### config.mk
export PLATFORM = sky130hd
export DESIGN_NAME = eventual_safe_node_finder
export DESIGN_NICKNAME = d
export VERILOG_FILES = /design/src/rtl/core/esnf_pkg.sv /design/src/rtl/core/esnf_edge_mem.sv /design/src/rtl/core/esnf_stack_mem.sv /design/src/rtl/core/eventual_safe_node_finder.sv
export SDC_FILE = /design/constraint.sdc
export NUM_CORES = 2
export LEC_CHECK = 0
export BUFFER_PORTS_ARGS = -buffer_cell sky130_fd_sc_hd__buf_2
export CAP_MARGIN = 40
export CORE_MARGIN = 5
export CORE_UTILIZATION = 40
export CTS_CLUSTER_SIZE = 14
export DETAILED_ROUTE_END_ITERATION = 8
export PLACE_DENSITY = 0.54
export SLEW_MARGIN = 20
export SYNTH_ARGS = -nofsm -noshare
export SYNTH_HDL_FRONTEND = slang
export SYNTH_SLANG_ARGS = --single-unit
### constraint.sdc
create_clock -name clk_i -period 7 [get_ports clk_i]
set_input_delay 1.4 -clock clk_i [delete_from_list [all_inputs] [get_ports clk_i]]
set_output_delay 1.4 -clock clk_i [all_outputs]
set_load 0.005 [all_outputs]
### src/rtl/core/esnf_pkg.sv
// ----------------------------------------------------------------------------
// esnf_pkg
// Word types and shared constants for the eventual safe node finder.
// ----------------------------------------------------------------------------
package esnf_pkg;

  localparam int unsigned NodeW  = 6;
  localparam int unsigned CountW = 7;

  typedef enum logic {
    OP_ADD  = 1'b0,
    OP_EVAL = 1'b1
  } op_e;

  typedef struct packed {
    logic             opcode;
    logic [NodeW-1:0] from_node;
    logic [NodeW-1:0] to_node;
  } in_word_t;

  typedef struct packed {
    logic [63:0]       safe_mask;
    logic [CountW-1:0] safe_count;
    logic              edges_dropped;
  } out_word_t;

endpackage

### src/rtl/core/esnf_edge_mem.sv
// ----------------------------------------------------------------------------
// esnf_edge_mem
// Edge store: one write port, one registered read port. Each entry holds a
// source and a target node.
// ----------------------------------------------------------------------------
module esnf_edge_mem #(
  parameter int unsigned Depth = 256,
  parameter int unsigned AddrW = 8
) (
  input  logic                     clk_i,
  input  logic                     we_i,
  input  logic [AddrW-1:0]         waddr_i,
  input  logic [2*esnf_pkg::NodeW-1:0] wdata_i,
  input  logic [AddrW-1:0]         raddr_i,
  output logic [2*esnf_pkg::NodeW-1:0] rdata_o
);
  import esnf_pkg::*;

  logic [2*NodeW-1:0] mem_q [Depth];

  always_ff @(posedge clk_i) begin
    if (we_i) begin
      mem_q[waddr_i] <= wdata_i;
    end
    rdata_o <= mem_q[raddr_i];
  end

endmodule

### src/rtl/core/esnf_stack_mem.sv
// ----------------------------------------------------------------------------
// esnf_stack_mem
// Walk stack: node and edge cursor per level, registered read.
// ----------------------------------------------------------------------------
module esnf_stack_mem #(
  parameter int unsigned Depth = 64,
  parameter int unsigned AddrW = 6,
  parameter int unsigned DataW = 15
) (
  input  logic             clk_i,
  input  logic             we_i,
  input  logic [AddrW-1:0] waddr_i,
  input  logic [DataW-1:0] wdata_i,
  input  logic [AddrW-1:0] raddr_i,
  output logic [DataW-1:0] rdata_o
);
  logic [DataW-1:0] mem_q [Depth];

  always_ff @(posedge clk_i) begin
    if (we_i) begin
      mem_q[waddr_i] <= wdata_i;
    end
    rdata_o <= mem_q[raddr_i];
  end

endmodule

### src/rtl/core/eventual_safe_node_finder.sv
// ----------------------------------------------------------------------------
// eventual_safe_node_finder
// Edge loader and depth-first safe node search over a stored graph.
// ----------------------------------------------------------------------------
// Add words are taken in the idle state and can follow back to back. An
// evaluate word starts a depth-first walk. The edge scan issues the read of
// one edge memory entry in the scan state and checks it in the edge state, so
// it does not read the next entry until the last one is checked. Each visited
// node scans the stored edges at most once. Each node also passes through root
// setup, a pop and the reload of its parent from the stack. Input is stalled
// during the walk. The result sits in an output register until taken.
module eventual_safe_node_finder #(
  parameter int unsigned MaxNodes = 64,
  parameter int unsigned MaxEdges = 256
) (
  input  logic                 clk_i,
  input  logic                 rst_ni,
  input  logic                 cfg_we_i,
  input  logic [6:0]           cfg_wdata_i,
  input  logic                 in_valid_i,
  output logic                 in_stall_o,
  input  esnf_pkg::in_word_t   in_word_i,
  output logic                 out_valid_o,
  input  logic                 out_stall_i,
  output esnf_pkg::out_word_t  out_word_o
);
  import esnf_pkg::*;

  localparam int unsigned EAddrW = (MaxEdges > 1) ? $clog2(MaxEdges) : 1;
  localparam int unsigned ECntW  = $clog2(MaxEdges + 1);
  localparam int unsigned SAddrW = $clog2(MaxNodes);
  localparam int unsigned SCntW  = $clog2(MaxNodes + 1);
  localparam int unsigned SDataW = NodeW + ECntW;

  typedef enum logic [6:0] {
    ST_IDLE  = 7'b0000001,
    ST_ROOT  = 7'b0000010,
    ST_TOPRD = 7'b0000100,
    ST_TOP   = 7'b0001000,
    ST_SCAN  = 7'b0010000,
    ST_EDGE  = 7'b0100000,
    ST_DONE  = 7'b1000000
  } state_e;

  state_e state_q, state_d;
  logic [6:0]        ncnt_q;
  logic [ECntW-1:0]  ecnt_q, ecnt_d;
  logic              drop_q, drop_d;
  logic [63:0]       seen_q, seen_d, path_q, path_d, safe_q, safe_d;
  logic [SCntW-1:0]  sp_q, sp_d;
  logic [6:0]        root_q, root_d;
  logic [NodeW-1:0]  u_q, u_d;
  logic [ECntW-1:0]  e_q, e_d;
  logic [CountW-1:0] cnt_q, cnt_d;
  logic              ovalid_q, ovalid_d;
  out_word_t         oword_q, oword_d;

  logic              e_we;
  logic [EAddrW-1:0] e_waddr, e_raddr;
  logic [2*NodeW-1:0] e_rdata;
  logic              s_we;
  logic [SAddrW-1:0] s_waddr, s_raddr;
  logic [SDataW-1:0] s_wdata, s_rdata;

  logic [6:0] n_act;
  logic       take;

  assign n_act = (ncnt_q > 7'(MaxNodes)) ? 7'(MaxNodes) : ncnt_q;
  assign in_stall_o = (state_q != ST_IDLE) || (ovalid_q && in_word_i.opcode == OP_EVAL);
  assign take = in_valid_i && !in_stall_o;
  assign out_valid_o = ovalid_q;
  assign out_word_o = oword_q;

  esnf_edge_mem #(.Depth(MaxEdges), .AddrW(EAddrW)) u_edges (
    .clk_i, .we_i(e_we), .waddr_i(e_waddr),
    .wdata_i({in_word_i.from_node, in_word_i.to_node}),
    .raddr_i(e_raddr), .rdata_o(e_rdata)
  );

  esnf_stack_mem #(.Depth(MaxNodes), .AddrW(SAddrW), .DataW(SDataW)) u_stack (
    .clk_i, .we_i(s_we), .waddr_i(s_waddr), .wdata_i(s_wdata),
    .raddr_i(s_raddr), .rdata_o(s_rdata)
  );

  always_comb begin
    logic [NodeW-1:0] w;
    logic [63:0] ub, wb;
    state_d = state_q; ecnt_d = ecnt_q; drop_d = drop_q;
    seen_d = seen_q; path_d = path_q; safe_d = safe_q;
    sp_d = sp_q; root_d = root_q; u_d = u_q; e_d = e_q; cnt_d = cnt_q;
    ovalid_d = ovalid_q && out_stall_i; oword_d = oword_q;
    e_we = 1'b0; e_waddr = EAddrW'(ecnt_q); e_raddr = EAddrW'(e_q);
    s_we = 1'b0; s_waddr = SAddrW'(sp_q); s_wdata = '0;
    s_raddr = SAddrW'(sp_q - SCntW'(1));
    w = e_rdata[NodeW-1:0];
    ub = 64'd1 << u_q;
    wb = 64'd1 << w;
    unique case (state_q)
      ST_IDLE: begin
        if (take) begin
          if (in_word_i.opcode == OP_ADD) begin
            if (7'(in_word_i.from_node) >= n_act || 7'(in_word_i.to_node) >= n_act ||
                ecnt_q >= ECntW'(MaxEdges)) begin
              drop_d = 1'b1;
            end else begin
              e_we = 1'b1;
              ecnt_d = ecnt_q + ECntW'(1);
            end
          end else begin
            seen_d = '0; path_d = '0; safe_d = '0;
            root_d = '0; cnt_d = '0;
            state_d = ST_ROOT;
          end
        end
      end
      ST_ROOT: begin
        if (root_q >= n_act) begin
          state_d = ST_DONE;
        end else if (seen_q[root_q[5:0]]) begin
          root_d = root_q + 7'd1;
        end else begin
          s_we = 1'b1; s_waddr = '0;
          s_wdata = {root_q[NodeW-1:0], ECntW'(0)};
          seen_d[root_q[5:0]] = 1'b1; path_d[root_q[5:0]] = 1'b1;
          sp_d = SCntW'(1);
          state_d = ST_TOPRD;
        end
      end
      ST_TOPRD: begin
        if (sp_q == '0) begin
          root_d = root_q + 7'd1;
          state_d = ST_ROOT;
        end else begin
          state_d = ST_TOP;
        end
      end
      ST_TOP: begin
        u_d = s_rdata[SDataW-1:ECntW];
        e_d = s_rdata[ECntW-1:0];
        state_d = ST_SCAN;
      end
      ST_SCAN: begin
        // issue read of entry e_q, checked next cycle
        if (e_q >= ecnt_q) begin
          safe_d = safe_q | ub; path_d = path_q & ~ub;
          cnt_d = cnt_q + CountW'(1);
          sp_d = sp_q - SCntW'(1);
          state_d = ST_TOPRD;
        end else begin
          state_d = ST_EDGE;
        end
      end
      ST_EDGE: begin
        if (e_rdata[2*NodeW-1:NodeW] != u_q) begin
          e_d = e_q + ECntW'(1);
          state_d = ST_SCAN;
        end else begin
          // save the parent's cursor; a child level is only read back after
          // the child itself has pushed and written its own entry
          s_we = 1'b1; s_waddr = SAddrW'(sp_q - SCntW'(1));
          s_wdata = {u_q, ECntW'(e_q + ECntW'(1))};
          if (!(|(seen_q & wb))) begin
            if (sp_q >= SCntW'(MaxNodes)) begin
              root_d = root_q + 7'd1; state_d = ST_ROOT;
            end else begin
              seen_d = seen_q | wb; path_d = path_q | wb;
              u_d = w; e_d = '0; sp_d = sp_q + SCntW'(1);
              state_d = ST_SCAN;
            end
          end else if ((|(path_q & wb)) || !(|(safe_q & wb))) begin
            root_d = root_q + 7'd1; state_d = ST_ROOT;
          end else begin
            e_d = e_q + ECntW'(1);
            state_d = ST_SCAN;
          end
        end
      end
      ST_DONE: begin
        if (!ovalid_q || !out_stall_i) begin
          ovalid_d = 1'b1;
          oword_d.safe_mask = safe_q;
          oword_d.safe_count = cnt_q;
          oword_d.edges_dropped = drop_q;
          ecnt_d = '0; drop_d = 1'b0;
          state_d = ST_IDLE;
        end
      end
      default: state_d = ST_IDLE;
    endcase
  end

  always_ff @(posedge clk_i or negedge rst_ni) begin
    if (!rst_ni) begin
      state_q <= ST_IDLE; ncnt_q <= 7'd64; ecnt_q <= '0; drop_q <= 1'b0;
      seen_q <= '0; path_q <= '0; safe_q <= '0; sp_q <= '0;
      root_q <= '0; cnt_q <= '0; ovalid_q <= 1'b0;
    end else begin
      state_q <= state_d; ecnt_q <= ecnt_d; drop_q <= drop_d;
      seen_q <= seen_d; path_q <= path_d; safe_q <= safe_d; sp_q <= sp_d;
      root_q <= root_d; cnt_q <= cnt_d; ovalid_q <= ovalid_d;
      if (cfg_we_i) ncnt_q <= cfg_wdata_i;
    end
  end

  always_ff @(posedge clk_i) begin
    u_q <= u_d; e_q <= e_d; oword_q <= oword_d;
  end

endmodule

== Yosys cells after proc, flatten, opt, wreduce, memory -nomap -nowiden ==
Memory sizes are Yosys's and may differ from the RTL's. A register that Yosys moved wholly into a read port is not among the register bits.
Cells that the tools add are included.

* Register bits: 325
* RAM bits: 4,032
* Input bits: 25
* Output and inout bits: 74
* Memories: 2

* $add $sub $neg: 6
* Magnitude comparators: 9
* Equal/unequal tests: 28
* Shift-type cells: 2
* Muxes and demuxes: 94
* Bitwise gates (word level): 10
* Reduce and logical (&&, ||, !) cells: 35

{| class="wikitable"
|+ Memories
! memory !! depth !! width !! read ports !! clocked after Yosys merged registers in !! wr ports !! line !! RTL
|-
| u_edges.mem_q || 256 || 12 || 1 || 1 || 1 || esnf_edge_mem.sv:19 || <nowiki>logic [2*NodeW-1:0] mem_q [Depth];</nowiki>
|-
| u_stack.mem_q || 64 || 15 || 1 || 1 || 1 || esnf_stack_mem.sv:17 || <nowiki>logic [DataW-1:0] mem_q [Depth];</nowiki>
|}

{| class="wikitable"
|+ Operator list
! kind !! number
|-
| 64-bit two-way mux || 14
|-
| 64-bit OR || 5
|-
| 64-bit AND || 4
|-
| 64-bit case mux with 4 select lines || 1
|-
| 64-bit case mux with 3 select lines || 1
|-
| 64-bit OR reduction || 3
|-
| 7-bit two-way mux || 24
|-
| 64-bit case mux with 2 select lines || 1
|-
| 1-bit by 6-bit << shifter with 64-bit output, first input constant || 2
|-
| 9-bit two-way mux || 8
|-
| 64-bit NOT || 1
|-
| 7-bit case mux with 7 select lines || 1
|-
| 15-bit two-way mux || 3
|-
| 6-bit two-way mux || 7
|-
| 9-bit case mux with 2 select lines || 2
|-
| 15-bit case mux with 2 select lines || 1
|-
| 2-bit != test, second input constant || 14
|-
| 7-bit case mux with 4 select lines || 1
|-
| 6-bit case mux with 2 select lines || 2
|-
| 7-bit by 1-bit adder with 7-bit output, second input constant || 3
|-
| 7-bit case mux with 3 select lines || 1
|-
| 1-bit two-way mux || 19
|-
| 9-bit by 1-bit adder with 9-bit output, second input constant || 2
|-
| 9-bit AND reduction || 2
|-
| other kinds (39) || 62
|}

== Depth between registers and ports, before layout ==
* Depth after elaboration: 11
* Depth in mapped cells: 16
* Mapped depth without buffers: 11

== Cells and area by module ==
A second synthesis with hierarchy kept.

* Cell total of the unflattened synthesis: 8,961
* Area, all modules: 173,288.7 µm²

{| class="wikitable"
|+ Modules (own cells, without submodules)
! module !! times used !! cells an instance !! area each (µm²) !! sequential area each (µm²)
|-
| esnf_edge_mem || 1 || 5,506 || 118,632.5 || 92,488.7
|-
| esnf_stack_mem || 1 || 1,638 || 37,189.4 || 29,127.9
|-
| eventual_safe_node_finder || 1 || 1,817 || 17,466.8 || 8,570.7
|}

== Least setup slack after synthesis ==
OpenSTA, ideal clock, no wires.

* Path type: register to register
* Start: reg sp_q[0]
* End: mem u_stack.mem_q[16][0] (enable)
* Setup time: 0.426 ns
* Arrival: 4.452 ns
* Data required time: 6.574 ns
* Path slack: 2.122 ns
* Cell stages (with the launch flop): 11
* Path through: dfrtp_1 clkbuf_1 clkbuf_1 clkbuf_1 inv_1 ha_1 clkbuf_1 xnor2_1 clkbuf_1 nand3_1 nor4_1

* Longest elaborated chain between the ends: 3

{| class="wikitable"
|+ Ends and longest elaborated chain
! what !! line !! RTL
|-
| start: declaration || eventual_safe_node_finder.sv:50 || <nowiki>logic [SCntW-1:0] sp_q, sp_d;</nowiki>
|-
| start signal: assignment || eventual_safe_node_finder.sv:195 || <nowiki>seen_q <= '0; path_q <= '0; safe_q <= '0; sp_q <= '0;</nowiki>
|-
| start signal: assignment || eventual_safe_node_finder.sv:199 || <nowiki>seen_q <= seen_d; path_q <= path_d; safe_q <= safe_d; sp_q <= sp_d;</nowiki>
|-
| 7-bit by 1-bit subtractor with 7-bit output or 6-bit two-way mux (tied branches) || eventual_safe_node_finder.sv:160, eventual_safe_node_finder.sv:119 ||
|-
| 6-bit two-way mux, on equally long branches || eventual_safe_node_finder.sv:154, eventual_safe_node_finder.sv:117 ||
|-
| 6-bit case mux with 2 select lines * || eventual_safe_node_finder.sv:98 || <nowiki>unique case (state_q)</nowiki>
|-
| end: declaration || esnf_stack_mem.sv:17 ||
|}

Mark *: on every way between the ends. The rest lies on a longest branch, timed or not.

== Final worst setup path ==
* Start: reg ncnt_q[6]
* End: mem u_edges.mem_q[60][0] (netlist name) (enable)

* Longest elaborated chain between the ends: 11

{| class="wikitable"
|+ Ends and longest elaborated chain
! what !! line !! RTL
|-
| start: declaration || eventual_safe_node_finder.sv:46 || <nowiki>logic [6:0] ncnt_q;</nowiki>
|-
| start signal: assignment || eventual_safe_node_finder.sv:201 || <nowiki>if (cfg_we_i) ncnt_q <= cfg_wdata_i;</nowiki>
|-
| 7-bit > comparator || eventual_safe_node_finder.sv:68 || <nowiki>assign n_act = (ncnt_q > 7'(MaxNodes)) ? 7'(MaxNodes) : ncnt_q;</nowiki>
|-
| 7-bit two-way mux * || eventual_safe_node_finder.sv:68 ||
|-
| 6-bit by 7-bit >= comparator with 1-bit output || eventual_safe_node_finder.sv:102 || <nowiki>if (7'(in_word_i.from_node) >= n_act || 7'(in_word_i.to_node) >= n_act ||</nowiki>
|-
| 1-bit logical OR * (2 in series) || eventual_safe_node_finder.sv:102 ||
|-
| 1-bit two-way mux * || eventual_safe_node_finder.sv:102 ||
|-
| 1-bit two-way mux * || eventual_safe_node_finder.sv:101 || <nowiki>if (in_word_i.opcode == OP_ADD) begin</nowiki>
|-
| 1-bit two-way mux * || eventual_safe_node_finder.sv:100 || <nowiki>if (take) begin</nowiki>
|-
| 1-bit two-way mux * || eventual_safe_node_finder.sv:98 ||
|-
| 1-bit two-way mux * || esnf_edge_mem.sv:22 || <nowiki>if (we_i) begin</nowiki>
|-
| 1-bit two-way mux (implied by the code) * || esnf_edge_mem.sv:23 || <nowiki>mem_q[waddr_i] <= wdata_i;</nowiki>
|-
| end: declaration || esnf_edge_mem.sv:19 ||
|}

Marks and branches as above.

==> impl_metrics.csv <==
group,metric,value,unit
outcome,status,"finished clean",
drt,highest_layer,"met5",
global_route,antenna_found_initial,35,
critical_path,slowest_delay,0.92,ns
synth,yosys_warnings,0,
sta,rsz0062_at_grt,"no",
sta,tightest_slew,1.02,ns
die,initial_utilization,0.401,
sta,finalSetupViolCount,0,
sta,max-slew-margin-rel,0.318,
clock_tree,hold_buffers,0,
die,rows,241,
synth,syn_area,173000,um2
placed_design,gp_congestion,0.975,
critical_path,cp.depth,13,
critical_path,critPathRequiredTime,7.67,ns
drt,route.met3.wl,42.9,mm
die,dieArea,445000,um2
clock_tree,post-cts-setup-buffers,0,
sta,fin_setup_tns,0,ns
finish,fin_nets,8696,
finish,fillers,35600,
drt,via_per_inst,5.98,
placed_design,hpwl,312,mm
clock_tree,clk_pin_slew_worst_paths,0.06,ns
clock_tree,cts_resized,0,
die,core_area,431000,um2
power_and_ir_drop,vdd_drop_max,0.230,mV
critical_path,setup.worst_path.end_class,"flop",
drt,vias,88000,
drt,route.met2.wl,220,mm
sta,finalWorstSetupSlack,1.54,ns
critical_path,path_common_cell,"a21o_1",
global_route,grt_pass1_wl,693,mm
power_and_ir_drop,leakage,62.9,nW
finish,multiInputGateArea,40500,um2
critical_path,path_cells,"inv_1 > nand2_1 > ha_1 > a21o_1 > a21o_1 > a21o_1 > a21o_1 > a221oi_2 > o211ai_1 > buf_4 > or4_1 > nor2_1 > buf_4",
critical_path,reg2regPathDepth,13,
drt,dr.pass1.iters,8,
global_route,grt-ovfl-total,0,
clock_tree,clock_latency,0.99,ns
synth,yosysSeqAreaShare,0.754,
critical_path,worstPathArrival,6.13,ns
sta,finClkSkew,0.0584,ns
drt,drc,0,
synth,synth_flop_cell,"edfxtp_1",
die,ios,99,
drt,drt-met1-wl,215,mm
die,die_h,667,um
synth,synth-edff-count,4119,
clock_tree,ctsHtreeMaxLevel,5,
critical_path,cp_max_fo,22,
critical_path,cp-start-kind,"flop",
finish,drive_above_1_share,0.309,
run,drv_cap,0,
synth,ys_types,93,
global_route,first_global_vias,86300,
sta,period_needed,5.46,ns
critical_path,worst-path-buf-inv,3,
synth,ys_ff_latch,4384,
critical_path,critPathSlowestCell,"or4_1",
clock_tree,cts_buffers,437,
finish,utilization,0.461,
power_and_ir_drop,power_per_cell_area,297,nW/um2
die,die_x,667,um
sta,fin_hold_ws,0.470,ns
synth,syn_avg_cell_area,21.5,um2
clock_tree,cts_tree,"built",
sta,drv_slew,0,
synth,async_reset_ff_frac,0.0543,
drt,detail-route-antenna-nets,0,
hold_path,hold_class,"in2async",
clock_tree,clockBufferDepth,4,
global_route,grt_max_degree,133,
finish,area_growth,14.9,%
sta,hold_viol_final,0,
critical_path,crit_family,"simple AND/OR/NAND/NOR gates",
placed_design,place_ws,0.689,ns
critical_path,critPathKind,"reg2reg",
drt,finalWirelength,490,mm
drt,wl_per_cell,33.3,um
synth,syn_nets,8107,
clock_tree,cts_root_buf,"clkbuf_16",
clock_tree,cts.sinks,4384,
finish,register_area,130000,um2
synth,syn_inst,8044,
global_route,grtUsageTotal,0.217,
placed_design,io_buffers,98,
sta,period_share,0.781,
drt,drtIter0Drc,11500,
sta,max_freq,0.183,GHz
-- layout make-up --
| class | instances | share of cell area |
|---|---|---|
| repair buffers | 661 | 0.0288 |
| diodes | 15 | 0.000189 |
| inverters | 31 | 0.000599 |
| clock buffers | 525 | 0.0573 |
| well taps | 5710 | 0.0360 |
| clock inverters | 275 | 0.0164 |
| multi-input cells | 3118 | 0.204 |
| flip-flops and latches | 4384 | 0.656 |
-- flip-flops by register name, indices dropped and copies added, names as in the netlist, 9 cells and up --
register and cells:
out_word_o 72, u_stack.rdata_o 15, e_q 9, u_stack.mem_q 960, path_q 64, ecnt_q 9
u_edges.mem_q 3072, u_edges.rdata_o 12, safe_q 64, seen_q 64
-- worst paths after layout --
| path | from | endpoint | slack [ns] |
|---|---|---|---|
| setup reg to reg | ncnt_q[6]$_DFFE_PN1P_ | u_edges.mem_q[60][0]$_DFFE_PP_ | 1.54 |
| hold / removal | rst_ni | safe_q[12]$_DFFE_PN0P_ | 0.47 |
| setup / recovery | ncnt_q[6]$_DFFE_PN1P_ | u_edges.mem_q[60][0]$_DFFE_PP_ | 1.54 |
| min in group clk_i | drop_q$_DFFE_PN0P_ | out_word_o[0]$_DFFE_PP_ | 0.48 |
| max in group asynchronous | rst_ni | sp_q[0]$_DFFE_PN0P_ | 5.11 |
| hold reg to reg | drop_q$_DFFE_PN0P_ | out_word_o[0]$_DFFE_PP_ | 0.48 |
-- report_power, final --
group / leakage, nW / switching, W / internal (W)
combinational: 15.8 / 0.00396 / 0.00197
sequential: 40.0 / 0.000202 / 0.0288
clock: 7.09 / 0.0100 / 0.0140
total: 62.9 / 0.0142 / 0.0447
-- cell usage in the layout, fill, tap and decap left out, types with 16 or more instances in the layout --
| cell | synthesis | routed |
|---|---|---|
| nor2_1 | 483 | 471 |
| nor3_2 | 4 | 22 |
| and3_1 | 18 | 18 |
| edfxtp_1 | 4119 | 4119 |
| buf_8 | 0 | 23 |
| mux2_2 | 17 | 17 |
| nand2b_1 | 27 | 27 |
| clkinvlp_4 | 0 | 23 |
| clkbuf_16 | 0 | 441 |
| clkinv_2 | 0 | 79 |
| clkbuf_1 | 299 | 82 |
| buf_12 | 1 | 39 |
| mux2i_1 | 33 | 33 |
| bufinv_16 | 0 | 64 |
| clkinv_1 | 4 | 78 |
| buf_6 | 8 | 22 |
| a22o_1 | 49 | 43 |
| buf_4 | 8 | 474 |
| nand4_1 | 21 | 21 |
| o22ai_1 | 45 | 45 |
| dfxtp_1 | 27 | 21 |
| nand3_1 | 104 | 104 |
| a21oi_1 | 188 | 187 |
| nand2_1 | 233 | 220 |
| ha_1 | 38 | 37 |
| o21ai_0 | 111 | 111 |
| a31oi_1 | 26 | 26 |
| inv_1 | 27 | 27 |
| mux4_2 | 1343 | 1343 |
| buf_2 | 128 | 87 |
| dfrtp_1 | 236 | 235 |
| nor2b_1 | 22 | 20 |
| a21o_1 | 16 | 16 |
| nor3_1 | 53 | 32 |
-- through the flow --
| step | instances | area, um2 | power [W] |
|---|---|---|---|
| 2_1_floorplan | 8044 | 173000 | 0.0326 |
| 3_3_place_gp | 13600 | 181000 | 0.0354 |
| 3_5_place_dp | 13800 | 182000 | 0.0354 |
| 4_1_cts | 14600 | 197000 | 0.0593 |
| 5_1_grt | 14700 | 198000 | 0.0607 |
| 6_report | 14700 | 198000 | 0.0589 |
-- cells in the mapped netlist (all sizes together), types with 11 or more instances --
cell / n / area, um2
mux2: 18 / 203
a31oi: 26 / 163
edfxtp: 4119 / 124000
a21oi: 190 / 958
or3: 15 / 93.8
buf: 211 / 1060
xor2: 13 / 114
nor2: 483 / 1810
or4: 16 / 124
dfrtp: 236 / 5910
clkbuf: 300 / 1130
and3b: 13 / 114
nand3: 104 / 521
nor2b: 23 / 151
xnor2: 12 / 105
and3: 18 / 113
a22o: 49 / 429
mux4: 1343 / 30200
dfxtp: 27 / 541
inv: 27 / 101
mux2i: 35 / 358
nand2b: 27 / 169
a21o: 16 / 120
a22oi: 11 / 82.6
o22ai: 46 / 302
nor3: 57 / 305
ha: 38 / 475
nor3b: 14 / 110
nand3b: 15 / 113
nand2: 233 / 875
o21ai: 117 / 586
nor4: 16 / 100
nand4: 21 / 131
-- layer usage --
layer	vias to the layer above	track usage
li1	34900	-
met3	662	0.0406
met1	47700	0.334
met4	4	0.0485
met5	-	0
met2	4765	0.322
-- kinds of logic (layout without fill, tap and decap cells) --
group                      count (synthesis)  count (layout)  share of synthesized area
DFF                                     4384            4384                      0.754
adders and majority gates                 38              38                    0.00275
xor gates and xnor gates                  25              25                    0.00127
and+or+nand+nor                         1104            1104                     0.0298
buffers and inverters                    542            1492                     0.0133
other                                      0              15                          0
AOI/OAI and AO/OA                        555             555                     0.0205
muxes                                   1396            1396                      0.178
Power figures use the tool's default switching activity.
